**src/hw/rtl/gww_pkg.sv**
```systemverilog
// gww_pkg: shared constants and the delimiter test for the greedy word wrap block
// no dependencies; used by the top level and the checker
`default_nettype none

package gww_pkg;

    localparam int MAX_WORD = 63;
    localparam int BYTE_W   = 8;
    localparam int LINE_W   = 7;

    localparam logic [LINE_W-1:0] RESET_WIDTH = 7'd20;

    localparam logic [BYTE_W-1:0] CH_NEWLINE = 8'h0A;
    localparam logic [BYTE_W-1:0] CH_SPACE   = 8'h20;
    localparam logic [BYTE_W-1:0] CH_COMMA   = 8'h2C;
    localparam logic [BYTE_W-1:0] CH_PERIOD  = 8'h2E;
    localparam logic [BYTE_W-1:0] CH_BANG    = 8'h21;
    localparam logic [BYTE_W-1:0] CH_QUERY   = 8'h3F;
    localparam logic [BYTE_W-1:0] CH_LPAREN  = 8'h28;
    localparam logic [BYTE_W-1:0] CH_RPAREN  = 8'h29;

    function automatic logic is_delim(input logic [BYTE_W-1:0] ch);
        return (ch == CH_SPACE)  || (ch == CH_COMMA)  || (ch == CH_PERIOD) ||
               (ch == CH_BANG)   || (ch == CH_QUERY)  || (ch == CH_LPAREN) ||
               (ch == CH_RPAREN) || (ch == CH_NEWLINE);
    endfunction

endpackage

`default_nettype wire

```
**src/hw/rtl/gww_ram.sv**
```systemverilog
// gww_ram: generic single write port, single read port ram with registered read
// no dependencies
`default_nettype none

module gww_ram #(
    parameter int WIDTH = 8,
    parameter int DEPTH = 63,
    parameter int AW    = $clog2(DEPTH)
) (
    input  wire logic             i_clk,
    input  wire logic             i_we,
    input  wire logic [AW-1:0]    i_waddr,
    input  wire logic [WIDTH-1:0] i_wdata,
    input  wire logic [AW-1:0]    i_raddr,
    output logic      [WIDTH-1:0] o_rdata
);

    logic [WIDTH-1:0] r_mem [DEPTH];

    always_ff @(posedge i_clk) begin
        if (i_we) begin
            r_mem[i_waddr] <= i_wdata;
        end
        o_rdata <= r_mem[i_raddr];
    end

endmodule

`default_nettype wire

```
**src/hw/rtl/greedy_word_wrap_top.sv**
```systemverilog
// greedy word wrap: a byte that does not end a word is only stored in the ram; when a
// word is flushed, a newline state comes first if a newline is inserted, and the output
// can stall it, as each stored byte needs a ram read state and an output load state.
// the input is not ready while a word is flushed; the next input beat is taken
// in the cycle after the last byte is loaded into the output register.
// synchronous active-low reset clears counts and output valid, width goes to 20.
// depends on gww_pkg and gww_ram
`default_nettype none

module greedy_word_wrap_top #(
    parameter int MAX_WORD = gww_pkg::MAX_WORD
) (
    input  wire logic                        i_clk,
    input  wire logic                        i_rst_n,
    // config write
    input  wire logic                        i_cfg_valid,
    output logic                             o_cfg_ready,
    input  wire logic [gww_pkg::LINE_W-1:0]  i_cfg_data,   // line_width
    // input stream
    input  wire logic                        s_axis_tvalid,
    output logic                             s_axis_tready,
    input  wire logic [gww_pkg::BYTE_W-1:0]  s_axis_tdata,  // [7:0] in_byte
    input  wire logic                        s_axis_tlast,  // end_of_text
    // output stream
    output logic                             m_axis_tvalid,
    input  wire logic                        m_axis_tready,
    output logic      [gww_pkg::BYTE_W-1:0]  m_axis_tdata,  // [7:0] out_byte
    output logic                             m_axis_tlast   // last_of_run
);

    import gww_pkg::*;

    localparam int AW    = $clog2(MAX_WORD);
    localparam int LEN_W = $clog2(MAX_WORD + 1);

    typedef enum logic [3:0] {
        S_IDLE = 4'b0001,
        S_NL   = 4'b0010,
        S_RD   = 4'b0100,
        S_LD   = 4'b1000
    } t_state;

    t_state              r_state, n_state;
    logic [LINE_W-1:0]   r_width;
    logic [LINE_W-1:0]   r_line, n_line;
    logic [LEN_W-1:0]    r_len, n_len;
    logic [LEN_W-1:0]    r_flen, n_flen;
    logic [AW-1:0]       r_idx, n_idx;
    logic                r_ov, n_ov;
    logic [BYTE_W-1:0]   r_obyte, n_obyte;
    logic                r_olast, n_olast;

    logic                in_acc;
    logic                slot_free;
    logic [LEN_W-1:0]    len_new;
    logic                flush;
    logic [LINE_W:0]     sum;
    logic                need_nl;
    logic [BYTE_W-1:0]   rdata;
    logic                at_end;

    assign in_acc    = s_axis_tvalid && s_axis_tready;
    assign slot_free = !r_ov || m_axis_tready;
    assign len_new   = r_len + LEN_W'(1);
    assign flush     = is_delim(s_axis_tdata) || s_axis_tlast ||
                       (len_new == LEN_W'(MAX_WORD));
    assign sum       = {1'b0, r_line} + (LINE_W + 1)'(len_new);
    assign need_nl   = sum > {1'b0, r_width};
    assign at_end    = (LEN_W'(r_idx) + LEN_W'(1)) == r_flen;

    gww_ram #(
        .WIDTH (BYTE_W),
        .DEPTH (MAX_WORD),
        .AW    (AW)
    ) u_store (
        .i_clk   (i_clk),
        .i_we    (in_acc),
        .i_waddr (r_len[AW-1:0]),
        .i_wdata (s_axis_tdata),
        .i_raddr (r_idx),
        .o_rdata (rdata)
    );

    always_comb begin
        n_state = r_state;
        n_line  = r_line;
        n_len   = r_len;
        n_flen  = r_flen;
        n_idx   = r_idx;
        n_ov    = r_ov && !m_axis_tready;
        n_obyte = r_obyte;
        n_olast = r_olast;
        case (r_state)
            S_IDLE: begin
                if (in_acc) begin
                    if (flush) begin
                        n_len  = '0;
                        n_flen = len_new;
                        n_idx  = '0;
                        if (s_axis_tdata == CH_NEWLINE) begin
                            n_line = '0;
                        end else if (need_nl) begin
                            n_line = LINE_W'(len_new);
                        end else begin
                            n_line = sum[LINE_W-1:0];
                        end
                        n_state = need_nl ? S_NL : S_RD;
                    end else begin
                        n_len = len_new;
                    end
                end
            end
            S_NL: begin
                if (slot_free) begin
                    n_ov    = 1'b1;
                    n_obyte = CH_NEWLINE;
                    n_olast = 1'b0;
                    n_state = S_RD;
                end
            end
            S_RD: begin
                n_state = S_LD;
            end
            S_LD: begin
                if (slot_free) begin
                    n_ov    = 1'b1;
                    n_obyte = rdata;
                    n_olast = at_end;
                    if (at_end) begin
                        n_state = S_IDLE;
                    end else begin
                        n_idx   = r_idx + AW'(1);
                        n_state = S_RD;
                    end
                end
            end
            default: begin
                n_state = S_IDLE;
            end
        endcase
    end

    always_ff @(posedge i_clk) begin
        if (!i_rst_n) begin
            r_state <= S_IDLE;
            r_width <= RESET_WIDTH;
            r_line  <= '0;
            r_len   <= '0;
            r_ov    <= 1'b0;
        end else begin
            r_state <= n_state;
            r_line  <= n_line;
            r_len   <= n_len;
            r_ov    <= n_ov;
            if (i_cfg_valid && o_cfg_ready) begin
                r_width <= i_cfg_data;
            end
        end
        r_flen  <= n_flen;
        r_idx   <= n_idx;
        r_obyte <= n_obyte;
        r_olast <= n_olast;
    end

    assign o_cfg_ready   = 1'b1;
    assign s_axis_tready = (r_state == S_IDLE);
    assign m_axis_tvalid = r_ov;
    assign m_axis_tdata  = r_obyte;
    assign m_axis_tlast  = r_olast;

endmodule

`default_nettype wire

```
**config.mk**
```make
export PLATFORM = sky130hd
export DESIGN_NAME = greedy_word_wrap_top
export DESIGN_NICKNAME = d
export VERILOG_FILES = /design/src/hw/rtl/gww_pkg.sv /design/src/hw/rtl/gww_ram.sv /design/src/hw/rtl/greedy_word_wrap_top.sv
export SDC_FILE = /design/constraint.sdc
export NUM_CORES = 1
export LEC_CHECK = 0
export ABC_CLOCK_PERIOD_IN_PS = 5300
export BUFFER_PORTS_ARGS = -buffer_cell sky130_fd_sc_hd__buf_2
export CORE_MARGIN = 2
export CORE_UTILIZATION = 45
export DETAILED_ROUTE_END_ITERATION = 16
export PLACE_DENSITY = 0.63
export SETUP_SLACK_MARGIN = 0.3
export SYNTH_ARGS = -nofsm -noshare
export SYNTH_HDL_FRONTEND = slang
export SYNTH_SLANG_ARGS = --single-unit
```
**constraint.sdc**
```tcl
create_clock -name i_clk -period 5.3 [get_ports i_clk]
set_clock_uncertainty 0.1 [all_clocks]
set_input_delay 0.53 -clock i_clk [delete_from_list [all_inputs] [get_ports i_clk]]
set_output_delay 0.53 -clock i_clk [all_outputs]
set_load 0.02 [all_outputs]
```
==> out/results.ini, run 1 <==
[power]
leakage_uw=0.00790
netSwitchingPower_uw=1900
netSwitchingFraction_pct=20.8
intPower_uw=7230
peakVddDrop_uv=265
pwr-share-clk_pct=42.5
seq_power_share_pct=53.2
power.density_nw_per_um2=368
p_comb_share_pct=4.3

[logic_synthesis]
yosysMostFrequentCell=edfxtp_1
synth_fa_ha_area_share_pct=1.05
synth_common_cells=525 x edfxtp_1, 150 x mux4_2, 86 x nor2_1
synth_mux_area_share_pct=16.4
synth_area_leaders=edfxtp_1 71%, mux4_2 15%, dfxtp_1 3.0%
avgSynthCellArea_um2=20.3
ys_seq_area_share_pct=73.9
synth-edff-count=525
synth-compound-area-share_pct=2.49
synth_top_area_share_pct=70.9
synth_top_family_by_area=multiplexers
synthCells=1094
synth_cell_types=56
async_reset_ff_share_pct=0
synth.largest_area_cell=edfxtp_1
ys.warnings.count=0
ys_ff_latch=558
synth_simple_gate_area_share_pct=3.64
syn_area_um2=22200
ys.flop_type=edfxtp_1
syn_nets=1133
synth-xor-area-share_pct=0.816

[layout]
nNetsFinal=1180
drive_gt1_share_pct=24.2
area_growth_pct=11.7
diodes=0

[critical_path]
worstPathMaxFanout=12
cp_top_family=simple AND/OR/NAND/NOR gates
crit_buf_inv=0
cp-end-kind=flop
critPathSlowestCell=xnor2_1
cp_cell_sequence=nand3_1 -> xnor2_1 -> ha_1 -> o21ai_0 -> a21oi_1 -> nor2_1 -> xnor2_1 -> ha_1 -> nand4_1 -> a21oi_1 -> nor4_1 -> o22a_1 -> mux2_2 -> a22o_1
cp.arrival_ps=4750
critPathKind=reg -> reg
required_ps=5680
crit_path_start_kind=flop
slowest_delay_ps=570

[global_route]
busiest_layer=met2
antenna_found_initial=0
grt.total_usage_pct=19.6
grt_max_degree=110
grt_pass1_wl_um=72000
grt_remaining_overflow=0
met2_usage_pct=30.9
grt_use_met3_pct=3.76
gr-usage-met1_pct=27.9
grt_pass1_vias=10745

[sta]
period_share_pct=82.4
slew_headroom_pct=24.4
setup_viol=0
setup_tns_ps=0
drv_slew=0
max_freq_ghz=0.229
layout_min_cycle_time_ps=4370
rsz0062_at_grt=false
hold_ws_ps=51.2
worstMarginPinSlew_ps=1130
hold_violations=0

[routing]
ant_nets=0
drc=0
drtIter0Drc=907
drtPass1Iterations=4
num_vias=10583
vias_per_cell=5.72
totalWireLength_um=48700
post_drt_wl_per_cell_um=26.3

[clock_network]
cts_tree=done
cts_htree_levels=2
numCtsBuffers=56
clk_latency_ps=600
clkSinkCount=558
clk_transition_reported_paths_ps=60
root_buffer=clkbuf_16
clk_path_buf_depth=3
post_cts_buffers=0
cts-hold-fix-buffers=0
cts_resized=0

[floorplanning]
core_um2=48800
start_util_pct=45.5
die_w_um=226
ios=33
rows=81
die_y_um=226
die_area_um2=51200

[placed_design]
hpwlAfterDp_um=29100
globalplace.congestion=0.829
numPortBuffers=31

[flow_run]
max_cap_viol_count=0

[status]
status=finished, final reports clean

[hold_path]
hp-class=in -> reg

==> power by group through the flow <==
stage,clock [uW],sequential (uW),combinational (uW)
global route,4110,4860,421
floorplan,0,4940,237
detailed placement,0,4950,397
CTS,3940,4860,397
finish,3880,4860,392
global placement,0,4950,391
==> final timing paths <==
check                    startpoint                 endpoint  slack (ps)  cells after the start
min                   i_cfg_data[4]  r_width[4]$_SDFFE_PN1P_          50                      3
max           r_len[2]$_SDFFE_PN0P_   r_line[2]$_SDFFE_PN0P_         930                     14
min reg2reg  r_line[3]$_SDFFE_PN0P_   r_line[3]$_SDFFE_PN0P_         390                      1
max reg2reg   r_len[2]$_SDFFE_PN0P_   r_line[2]$_SDFFE_PN0P_         930                     14
==> registers in the layout (all words and copies together) (netlist names), 6 cells and up <==
name,count
r_line,7
r_width,7
r_flen,6
r_len,6
u_store.r_mem,504
u_store.o_rdata,8
m_axis_tdata,8
r_idx,6
==> placed cells by master, fill, tap and decap left out, drive strengths merged, types with 5 or more instances in the layout <==
cell type,Yosys,layout
mux4,150,150
edfxtp,525,525
a221o,7,7
nand2,25,25
o21ai,15,15
xnor2,9,9
dfxtp,33,33
inv,12,12
bufinv,0,5
nor2,86,86
mux2i,20,20
xor2,9,9
nor2b,15,15
clkbuf,29,68
nand3,17,17
mux2,5,5
clkinv,0,26
a21boi,7,7
nor3,7,7
a21oi,6,6
a22o,14,14
and3,9,9
ha,17,17
buf,31,49
==> routing by layer <==
layer	part of all wire, %	wire length [um]
met1	43	20900
met2	48	23300
met3	6.8	3300
met4	2.5	1210
met5	0	0
==> cell families after synthesis <==
kind of cell,after synthesis
DFF,558
and+or+nand+nor,177
muxes,175
AOI/OAI and AO/OA,74
buffers and inverters,72
xor gates and xnor gates,19
adders and majority gates,18
other,1
==> stage by stage <==
step / setup slack, ps / area [um2] / utilization, % / instances / total power [uW]
2_1_floorplan: 1630 / 22200 / - / 1094 / 5180
3_3_place_gp: 1100 / 23000 / 47.1 / 1747 / 5340
3_5_place_dp: 916 / 23000 / 47.1 / 1747 / 5350
4_1_cts: 888 / 24800 / 50.8 / 1849 / 9200
5_1_grt: 579 / 24800 / 50.8 / 1849 / 9390
6_report: 934 / 24800 / 50.8 / 1849 / 9130
==> cell type report <==
| type | instances | area (um2) |
|---|---|---|
| Clock buffer | 68 | 1490 |
| Clock inverter | 34 | 310 |
| Fill cell | 3953 | 24000 |
| Inverter | 12 | 45.0 |
| Multi-Input combinational cell | 464 | 5420 |
| Sequential cell | 558 | 16400 |
| Tap cell | 664 | 831 |
| Timing Repair Buffer | 49 | 315 |
==> worst register-to-register path, cell delays in order, from the launching register on <==
cell and delay, ps:
dfxtp_1 510, nand3_1 540, xnor2_1 570, ha_1 350
o21ai_0 160, a21oi_1 70, nor2_1 120, xnor2_1 160
ha_1 280, nand4_1 110, a21oi_1 60, nor4_1 220
o22a_1 430, mux2_2 390, a22o_1 190
(Power assumes the default switching activity.)
==> inputs of run 2 (changes only) <==
--- a/config.mk
+++ b/config.mk
@@ -5,7 +5,7 @@
 export SDC_FILE = /design/constraint.sdc
 export NUM_CORES = 1
 export LEC_CHECK = 0
-export ABC_CLOCK_PERIOD_IN_PS = 5300
+export ABC_CLOCK_PERIOD_IN_PS = 4200
 export BUFFER_PORTS_ARGS = -buffer_cell sky130_fd_sc_hd__buf_2
 export CORE_MARGIN = 2
 export CORE_UTILIZATION = 45
==> constraint.sdc (replaced) <==
create_clock -name i_clk -period 4.2 [get_ports i_clk]
set_clock_uncertainty 0.1 [all_clocks]
set_input_delay 0.42 -clock i_clk [delete_from_list [all_inputs] [get_ports i_clk]]
set_output_delay 0.42 -clock i_clk [all_outputs]
set_load 0.02 [all_outputs]
==> run 2 against run 1 <==
  * Sequential share of layout area is 0.30 points lower
  * Via count is 0.86% higher
  * Power is 25% higher
  * Critical path type unchanged
==> out/results.ini, run 2 (synthesis gave the netlist of run 1 again) <==
[placed_design]
hpwlAfterDp_um=30000  ; +3.0%
globalplace.congestion=0.824  ; -0.70%
numPortBuffers=31  ; unchanged

[layout]
nNetsFinal=1198  ; +1.5%
area_growth_pct=12.2
final_util_pct=51.1  ; +0.24 points
largest_register=u_store.r_mem
largest_reg_flops=504  ; unchanged
drive_gt1_share_pct=25.0  ; +0.80 points
layout_commonest_cell=edfxtp_1
diodes=0  ; unchanged
mostFrequentLayoutCells=525 x edfxtp_1, 150 x mux4_2, 86 x nor2_1

[sta]
layout_min_cycle_time_ps=3630  ; -735 ps
period_share_pct=86.4  ; +4.1 points
max_freq_ghz=0.275  ; +20%
drv_slew=0  ; unchanged
setup_viol=0  ; unchanged
slew_headroom_pct=32.2  ; +7.8 points
setup_tns_ps=0  ; unchanged
rsz0062_at_grt=false
hold_violations=0  ; unchanged
worstMarginPinSlew_ps=1010  ; -120 ps

[floorplanning]
start_util_pct=45.5  ; unchanged
core_um2=48800  ; unchanged
die_area_um2=51200  ; unchanged
rows=81  ; unchanged
ios=33  ; unchanged
die_y_um=226  ; unchanged
die_w_um=226  ; unchanged

[power]
seq_power_share_pct=53.7  ; +0.5 points
netSwitchingPower_uw=2350  ; +24%
intPower_uw=9070  ; +25%
leakage_uw=0.00797  ; +0.91%
netSwitchingFraction_pct=20.6  ; -0.24 points
power.density_nw_per_um2=458  ; +24%
fin_total_pwr_uw=11400  ; +25%
peakVddDrop_uv=295  ; +11%
pwr-share-clk_pct=41.9  ; -0.6 points
p_comb_share_pct=4.4  ; about the same

[critical_path]
cp_cell_sequence=inv_1 -> ha_1 -> inv_1 -> fa_1 -> a21o_1 -> a21oi_2 -> o21bai_1 -> a21oi_1 -> xnor2_1 -> ha_1 -> o22ai_1 -> o22a_2 -> mux2_2 -> a22o_1
critPathKind=reg -> reg
slowest_delay_ps=410  ; -160 ps
critPathSlowestCell=dfxtp_2
cp-end-kind=flop
required_ps=4570  ; -1110 ps
crit_path_start_kind=flop
worstPathMaxFanout=10  ; -2
cp.arrival_ps=4000  ; -750 ps

[routing]
ant_nets=0  ; unchanged
drtPass1Iterations=5  ; +1
drc=0  ; unchanged
post_drt_wl_per_cell_um=26.3  ; -0.31%
vias_per_cell=5.72  ; -0.11%
num_vias=10674  ; +0.86%
totalWireLength_um=49000  ; +0.67%
drtIter0Drc=1043  ; +15%

[global_route]
grt.total_usage_pct=19.7  ; +0.11 points
antenna_found_initial=1  ; +1
grt_pass1_vias=10775  ; +0.28%
met2_usage_pct=31.9  ; +0.99 points
busiest_layer=met2
gr-usage-met1_pct=27.5  ; -0.37 points
grt_remaining_overflow=0  ; unchanged
grt_pass1_wl_um=72200  ; +0.34%
grt_use_met3_pct=3.77  ; +0.013 points
grt_max_degree=88  ; -20%

[clock_network]
root_buffer=clkbuf_16
clk_transition_reported_paths_ps=60  ; about the same
cts_htree_levels=2  ; unchanged
clk_path_buf_depth=3  ; unchanged
clk_latency_ps=600  ; about the same
numCtsBuffers=55  ; -1.8%
cts_tree=done
clkSinkCount=558  ; unchanged

[status]
status=finished, final reports clean

[hold_path]
hp-class=in -> reg

[flow_run]
max_cap_viol_count=0  ; unchanged

run 2: changes by cell type in the layout (fill, tap and decap cells not counted), moves of 4 or more:
cell,delta
buf_4,+13
clkbuf_1,+8
clkbuf_8,+6
clkinv_1,-4
dlygate4sd3_1,+5
run 2: per-stage QoR:
step / hold WS, ps / instances / cell area, um2 / setup slack (ps)
after floorplan: 356 / 1094 / 22200 / 531
after global placement: 373 / 1760 / 23100 / 328
after detailed placement: 380 / 1760 / 23100 / 239
after CTS: 4.55 / 1866 / 24900 / 322
after global routing: 32.6 / 1867 / 24900 / 282
final: 27.0 / 1867 / 24900 / 569
run 2: layer usage:
layer | share of wire [%] | vias to the layer above
li1 | - | 4620
met1 | 43 | 5637
met2 | 48 | 347
met3 | 6.3 | 68
met4 | 2.1 | 2
met5 | 0.027 | -
run 2: power groups by stage:
stage	registers (uW)	clock network (uW)	logic, uW
after floorplan	6240	0	299
after global routing	6130	5080	545
after global placement	6240	0	499
after CTS	6120	4850	513
after detailed placement	6240	0	509
final	6130	4780	506
run 2: area by class of cell:
type / instances / area [um2]
Clock inverter: 22 / 208
Tap cell: 664 / 831
Clock buffer: 79 / 1530
Timing Repair Buffer: 68 / 483
Fill cell: 3967 / 23900
Sequential cell: 558 / 16400
Multi-Input combinational cell: 464 / 5430
Inverter: 12 / 45.0
run 2: critical path: cells and delay by family, from the launching register on:
kind,cells,cell delay (ps)
AOI/OAI and AO/OA,7,1220
adders and majority gates,3,1010
DFF,1,410
muxes,1,350
buffers and inverters,2,220
xor gates and xnor gates,1,180
run 2: final timing paths:
| kind | slack (ps) | cells after the start | start | end |
|---|---|---|---|---|
| min reg2reg | 390 | 1 | r_line[3]$_SDFFE_PN0P_ | r_line[3]$_SDFFE_PN0P_ |
| max reg2reg | 570 | 14 | r_len[0]$_SDFFE_PN0P_ | r_line[4]$_SDFFE_PN0P_ |
| min | 30 | 3 | i_cfg_data[6] | r_width[6]$_SDFFE_PN0P_ |
| max | 570 | 14 | r_len[0]$_SDFFE_PN0P_ | r_line[4]$_SDFFE_PN0P_ |
run 2: timing repair:
item	CTS	global route
setup buffers	0	1
gates resized for setup	1	4
endpoints found under the hold margin	5	0
pin swaps	0	1
hold buffers	5	0
setup endpoints to repair	5	9
